--- config.mk ---
export PLATFORM = sky130hd
export DESIGN_NAME = pmoe_queue
export DESIGN_NICKNAME = d
export VERILOG_FILES = /design/src/rtl/pmoe_pkg.sv /design/src/rtl/pmoe_queue.sv
export SDC_FILE = /design/constraint.sdc
export NUM_CORES = 1
export LEC_CHECK = 0
export ABC_CLOCK_PERIOD_IN_PS = 5800
export BUFFER_PORTS_ARGS = -buffer_cell sky130_fd_sc_hd__buf_2
export CAP_MARGIN = 15
export CORE_UTILIZATION = 51
export DETAILED_ROUTE_END_ITERATION = 12
export PLACE_DENSITY_LB_ADDON = 0.05
export SYNTH_ARGS = -nofsm -noshare
export SYNTH_HDL_FRONTEND = slang
export SYNTH_SLANG_ARGS = --single-unit
--- constraint.sdc ---
create_clock -name clk -period 5.8 [get_ports clk]
set_input_delay 0 -clock clk [delete_from_list [all_inputs] [get_ports clk]]
set_output_delay 0 -clock clk [all_outputs]
set_load 0.01 [all_outputs]
--- src/rtl/pmoe_pkg.sv ---
// ----------------------------------------------------------------------------
// pmoe_pkg
// Shared types and constants of the point moments / orientation / extent block.
// ----------------------------------------------------------------------------
package pmoe_pkg;

  // Cloud and number formats
  localparam int MAX_POINTS      = 4096;
  localparam int CNT_W           = 13;
  localparam int ANGLE_FRAC_BITS = 13;
  localparam int COORD_W         = 16;
  localparam int WXY_W           = 26;   // weighted coordinate
  localparam int PROD_W          = 50;   // product of two weighted coordinates
  localparam int SUM1_W          = 41;
  localparam int SUM2_W          = 61;
  localparam int SUMXY_W         = 62;
  localparam int ORIENT_W        = 15;
  localparam int EXT_W           = 26;
  localparam logic [EXT_W-1:0] EXTENT_MAX = EXT_W'(58118000);

  // Queue between front and back
  localparam int Q_DEPTH = 4;
  localparam int Q_PTR_W = $clog2(Q_DEPTH);
  localparam int Q_CNT_W = $clog2(Q_DEPTH + 1);

  // One weighted point with its products
  typedef struct packed {
    logic signed [WXY_W-1:0]  wx;
    logic signed [WXY_W-1:0]  wy;
    logic        [PROD_W-1:0] xx;
    logic signed [PROD_W-1:0] xy;
    logic        [PROD_W-1:0] yy;
    logic                     last;
  } q_entry_t;

  // One finished result
  typedef struct packed {
    logic        [CNT_W-1:0]    count;
    logic signed [SUM1_W-1:0]   sx;
    logic signed [SUM1_W-1:0]   sy;
    logic        [SUM2_W-1:0]   sxx;
    logic signed [SUMXY_W-1:0]  sxy;
    logic        [SUM2_W-1:0]   syy;
    logic signed [ORIENT_W-1:0] orient;
    logic        [EXT_W-1:0]    ext_major;
    logic        [EXT_W-1:0]    ext_minor;
    logic                       empty;
    logic                       overflow;
  } res_t;

endpackage

--- src/rtl/pmoe_queue.sv ---
// ----------------------------------------------------------------------------
// pmoe_queue
// Short FIFO of weighted points between the front and the back.
// ----------------------------------------------------------------------------
module pmoe_queue (
  input  logic               clk,
  input  logic               rst_n,
  input  logic               push,
  input  pmoe_pkg::q_entry_t push_data,
  output logic               full,
  input  logic               pop,
  output logic               not_empty,
  output pmoe_pkg::q_entry_t pop_data
);
  import pmoe_pkg::*;

  q_entry_t             mem_r [Q_DEPTH];
  logic [Q_PTR_W-1:0]   wr_ptr_r, rd_ptr_r;
  logic [Q_CNT_W-1:0]   cnt_r;

  assign full      = (cnt_r == Q_CNT_W'(Q_DEPTH));
  assign not_empty = (cnt_r != '0);
  assign pop_data  = mem_r[rd_ptr_r];

  // Write side
  always_ff @(posedge clk) begin
    if (push) mem_r[wr_ptr_r] <= push_data;
  end

  // Pointers and fill level
  always_ff @(posedge clk) begin
    if (!rst_n) begin
      wr_ptr_r <= '0;
      rd_ptr_r <= '0;
      cnt_r    <= '0;
    end else begin
      if (push) wr_ptr_r <= wr_ptr_r + 1'b1;
      if (pop)  rd_ptr_r <= rd_ptr_r + 1'b1;
      if (push && !pop)      cnt_r <= cnt_r + 1'b1;
      else if (pop && !push) cnt_r <= cnt_r - 1'b1;
    end
  end

endmodule

# Yosys cells after proc, flatten, opt, wreduce, memory -nomap -nowiden
# Memories as Yosys holds them, arrays and structs flattened. A register that Yosys moved wholly into a read port is not among the register bits.
# Index checks and enable logic that the tools add are counted.
totals:
  inputBits: 207
  out_inout_bits: 205
  ramBits: 812
  elab_cells: 21
  latchBits: 0
  reg_bits: 7
  romBits: 0
  memories: 1
memory_table:
  columns: ["memory", "depth", "word_bits", "rd", "rd_ports_with_merged_regs", "write_ports", "line", "source"]
  rows:
  - ["mem_r", 4, 203, 1, 1, 1, "pmoe_queue.sv:17", "q_entry_t mem_r [Q_DEPTH];"]
op_classes:
  n_reduce_logical: 6
  mul: 0
  shift: 0
  magnitude_cmp: 0
  mux: 6
  eq_ne: 1
  bitwise_logic: 0
  div_mod_pow: 0
  add_sub_neg: 4
op_table:
  columns: ["op", "n"]
  rows:
  - ["$mux 3", 2]
  - ["$add 2x1->2 const B", 2]
  - ["$mux 2", 2]
  - ["$add 3x1->3 const B", 1]
  - ["$eq 3x3->1 const B", 1]
  - ["$reduce_bool 3->1", 1]
  - ["$sub 3x1->3 const B", 1]
  - ["$logic_and 1x1->1", 2]
  - ["$logic_not 1->1", 2]
  - ["$mux 1", 2]
  - ["$reduce_bool 2->1", 1]

# Depth between registers and ports, before layout
depth:
  ltp_word: 4
  mapped_depth: 7
  depth_no_buf: 7

# Worst setup path after synthesis
# OpenSTA, ideal clock, no wires.
synth_path:
  kind: "register -> register"
  startpoint: "register wr_ptr_r[0]"
  endpoint: "memory mem_r[0][0] in the netlist's numbering, enable pin"
  synth_period_minus_slack_ns: 5.745
  setup_time_ns: 0.588
  path_buffers: 0
  path_slack_ns: 0.055
  t_required_ns: 5.212
  t_arrival_ns: 5.157
  stages_incl_launch_ff: 4
  cell_sequence: "dfxtp_1 > inv_1 > ha_1 > and2_1"
synth_lines:
  columns: ["element", "line", "source"]
  rows:
  - ["start: declaration", "pmoe_queue.sv:18", "logic [Q_PTR_W-1:0] wr_ptr_r, rd_ptr_r;"]
  - ["start signal: assignment", "pmoe_queue.sv:37", "if (push) wr_ptr_r <= wr_ptr_r + 1'b1;"]
  - ["end: declaration", "pmoe_queue.sv:17", null]
# No word-level cell before the write port.

==> flow_summary.json <==
{
  "status": "complete, no violations",
  "postRouteAntennaNets": 0,
  "cp.arrival_ns": 2.98,
  "grt_pass1_wl_microns": 90550,
  "cts_buffers": 82,
  "slew_headroom": 0.3370,
  "cpPeakStageDelay_ns": 0.85,
  "ys_top_cells_by_area": "edfxtp_1, mux4_2, buf_6, dfxtp_1, buf_2",
  "grt_max_degree": 122,
  "stdcell_count": 2608,
  "ioPinCount": 412,
  "root_buffer": "clkbuf_16",
  "worstSkewPairLatency_ns": 0.60,
  "antenna_found_initial": 9,
  "cp_slowest_cell": "dfxtp_4",
  "p_per_area_nw_per_um2": 353.6,
  "dr_wl_met3_microns": 4392,
  "clk_pin_slew_ns": 0.06,
  "post_cts_resized": 0,
  "timing.rr.end": "mem_r[0][199]$_DFFE_PP_",
  "grt-ovfl-total": 0,
  "route.vias.total": 13870,
  "p_leak_nw": 12.59,
  "wl_microns": 59440,
  "period_share": 0.5133,
  "synth_warnings": 0,
  "clock_sinks": 821,
  "rows": 88,
  "required_ns": 5.80,
  "cts_tree": "yes",
  "dp_cells": 2247,
  "final_hold_viol_count": 0,
  "hold_ws_ns": 0.1442,
  "portBuffers": 411,
  "fin_crit_ns": 2.977,
  "die_area_sq_um": 59310,
  "setup_violations": 0,
  "power_frac_comb": 0.101,
  "place_congestion": 0.7237,
  "fillerInstances": 3978,
  "synth.net_count": 1317,
  "mostFrequentLayoutCell": "edfxtp_1",
  "worstHoldPathCells": 2,
  "netSwitchingFraction": 0.2170,
  "critPathKind": "reg2out",
  "min-delay-start": "push_data[57]",
  "dr.pass1.iters": 4,
  "synth_area_sq_um": 29750,
  "yosysSeqAreaShare": 0.8256,
  "avgRoutedWirePerCell_microns": 22.79,
  "final_layout_size_suffix_gt1_frac": 0.4025,
  "rsz0062_at_grt": "false",
  "drtIter0Drc": 711,
  "h-tree-depth": 3,
  "core_area_sq_um": 57700,
  "fp.dieW_microns": 243.5,
  "drc": 0,
  "power.net_switching_mw": 2.856,
  "path_cells": "buf_12, mux4_2, buf_2",
  "ys_types": 19,
  "yosys.area.top_type": "edfxtp_1",
  "hold_end": "mem_r[0][57]$_DFFE_PP_",
  "crit_path_end_kind": "output pin",
  "slew_viol_final": 0,
  "hpwl_microns": 33320,
  "synth-seq-cells": 821,
  "grt_pass1_vias": 14860,
  "vias_per_cell": 5.317,
  "die_h_microns": 243.5,
  "intPower_mw": 10.30,
  "hp-class": "in2reg",
  "power.total_mw": 13.16,
  "ff2ff_setup_slack_ns": 3.31,
  "rr_startpoint": "wr_ptr_r[0]$_SDFFE_PN0P_",
  "clock_path_buffers": 3,
  "utilization": 0.6451,
  "syn_inst": 1104,
  "clockPowerShare": 0.374,
  "setup_tns_ns": 0,
  "layout_common_cells": "edfxtp_1, buf_2, dlygate4sd3_1",
  "fmax_mhz": 335.9,
  "drv_cap": 0,
  "avgSynthCellArea_sq_um": 26.95,
  "top_layer_used": "met5",
  "grt_util_all_layers": 0.2053,
  "ir_drop_v": 0.0002824,
  "nets": 1985,
  "seqPwrFrac": 0.525,
  "critPathMaxFanout": 88,
  "met1Wirelength_microns": 24260,
  "synth_top_area_share": 0.8195,
  "initial_utilization": 0.5157,
  "cp-start-kind": "flip-flop",
  "skew_ns": 0.008523,
  "wl_met2_microns": 29580,
  "area_growth_pct": 25.10,
  "tightest_slew_ns": 0.9945,
  "ff2ff_path_depth": 4
}
how the worst max path moves through the flow:
| stage | start | to | cells after the start | slack [ns] |
|---|---|---|---|---|
| after floorplan | wr_ptr_r[0]$_SDFFE_PN0P_ | mem_r[0][0]$_DFFE_PP_ | 3 | 0.06 |
| after global placement | wr_ptr_r[0]$_SDFFE_PN0P_ | mem_r[0][172]$_DFFE_PP_ | 4 | 3.22 |
| after detailed placement | wr_ptr_r[0]$_SDFFE_PN0P_ | mem_r[0][178]$_DFFE_PP_ | 4 | 3.21 |
| after CTS | flip-flop | pop_data[76] | 3 | 2.68 |
| after global routing | flip-flop | pop_data[76] | 3 | 2.55 |
| final | flip-flop | pop_data[76] | 3 | 2.82 |
synth_stat cells (all sizes together):
| library cell | number |
|---|---|
| xnor2 | 2 |
| nor2b | 2 |
| and2 | 9 |
| ha | 5 |
| mux4 | 203 |
| nor3b | 1 |
| edfxtp | 812 |
| nand2 | 1 |
| buf | 42 |
| fa | 1 |
| mux2i | 2 |
| a21boi | 1 |
| xor2 | 3 |
| or3 | 2 |
| dfxtp | 9 |
| o21ai | 1 |
| clkbuf | 4 |
| inv | 4 |
power by group through the flow:
stage	logic, mW	registers (mW)	clock network [mW]
floorplan	0.740	7.04	0
global placement	1.24	7.02	0
detailed placement	1.24	7.04	0
CTS	1.37	6.91	5.05
global route	1.43	6.93	5.29
finish	1.33	6.91	4.92
cell families (layout without fill, tap and decap cells):
group           Yosys count  after routing  synth area share
compound gates            2              2         0.0004205
flops                   821            821            0.8256
fa+ha+maj                 6              6          0.002776
xor+xnor                  5              5          0.001472
mux                     205            205            0.1543
other cells               0              7                 0
buf+inv                  50            782           0.01228
simple gates             15             15          0.003112
critical path, delay by kind of cell (launching register included):
family                 cells  cell delay, ns
flip-flops                 1            0.85
buffers and inverters      2            0.77
multiplexers               1            0.60
per-layer routing:
metal / GRT usage / vias up
li1: - / 6160
met1: 0.2763 / 7265
met2: 0.3285 / 349
met3: 0.05860 / 84
met4: 0.06305 / 10
met5: 0 / -
flip-flops by register name, summed over array words and instances, names as in the netlist, named ones only:
register / flops
rd_ptr_r: 2
mem_r: 812
wr_ptr_r: 2
cnt_r: 3
repair_timing:
action | CTS | global route
endpoints found under the hold margin | 821 | 0
hold buffers | 206 | 0
buffers inserted | 0 | 0
area by class of cell:
cell class / instances / area (sq um) / area share
antenna: 7 / 17.52 / 0.0004706
clock buffer: 101 / 2230 / 0.05991
tap: 765 / 957.2 / 0.02572
sequential: 821 / 24570 / 0.6602
timing repair buffer: 630 / 4317 / 0.1160
multi-input combinational: 233 / 4833 / 0.1299
clock inverter: 47 / 279.0 / 0.007497
inverter: 4 / 15.01 / 0.0004034
through the flow:
step	worst slack, ns	cell area [sq um]
2_1_floorplan	0.05523	29750
3_3_place_gp	3.223	32630
3_5_place_dp	3.206	32630
4_1_cts	2.677	37200
5_1_grt	2.552	37210
6_report	2.823	37220
(Power assumes the default switching activity.)
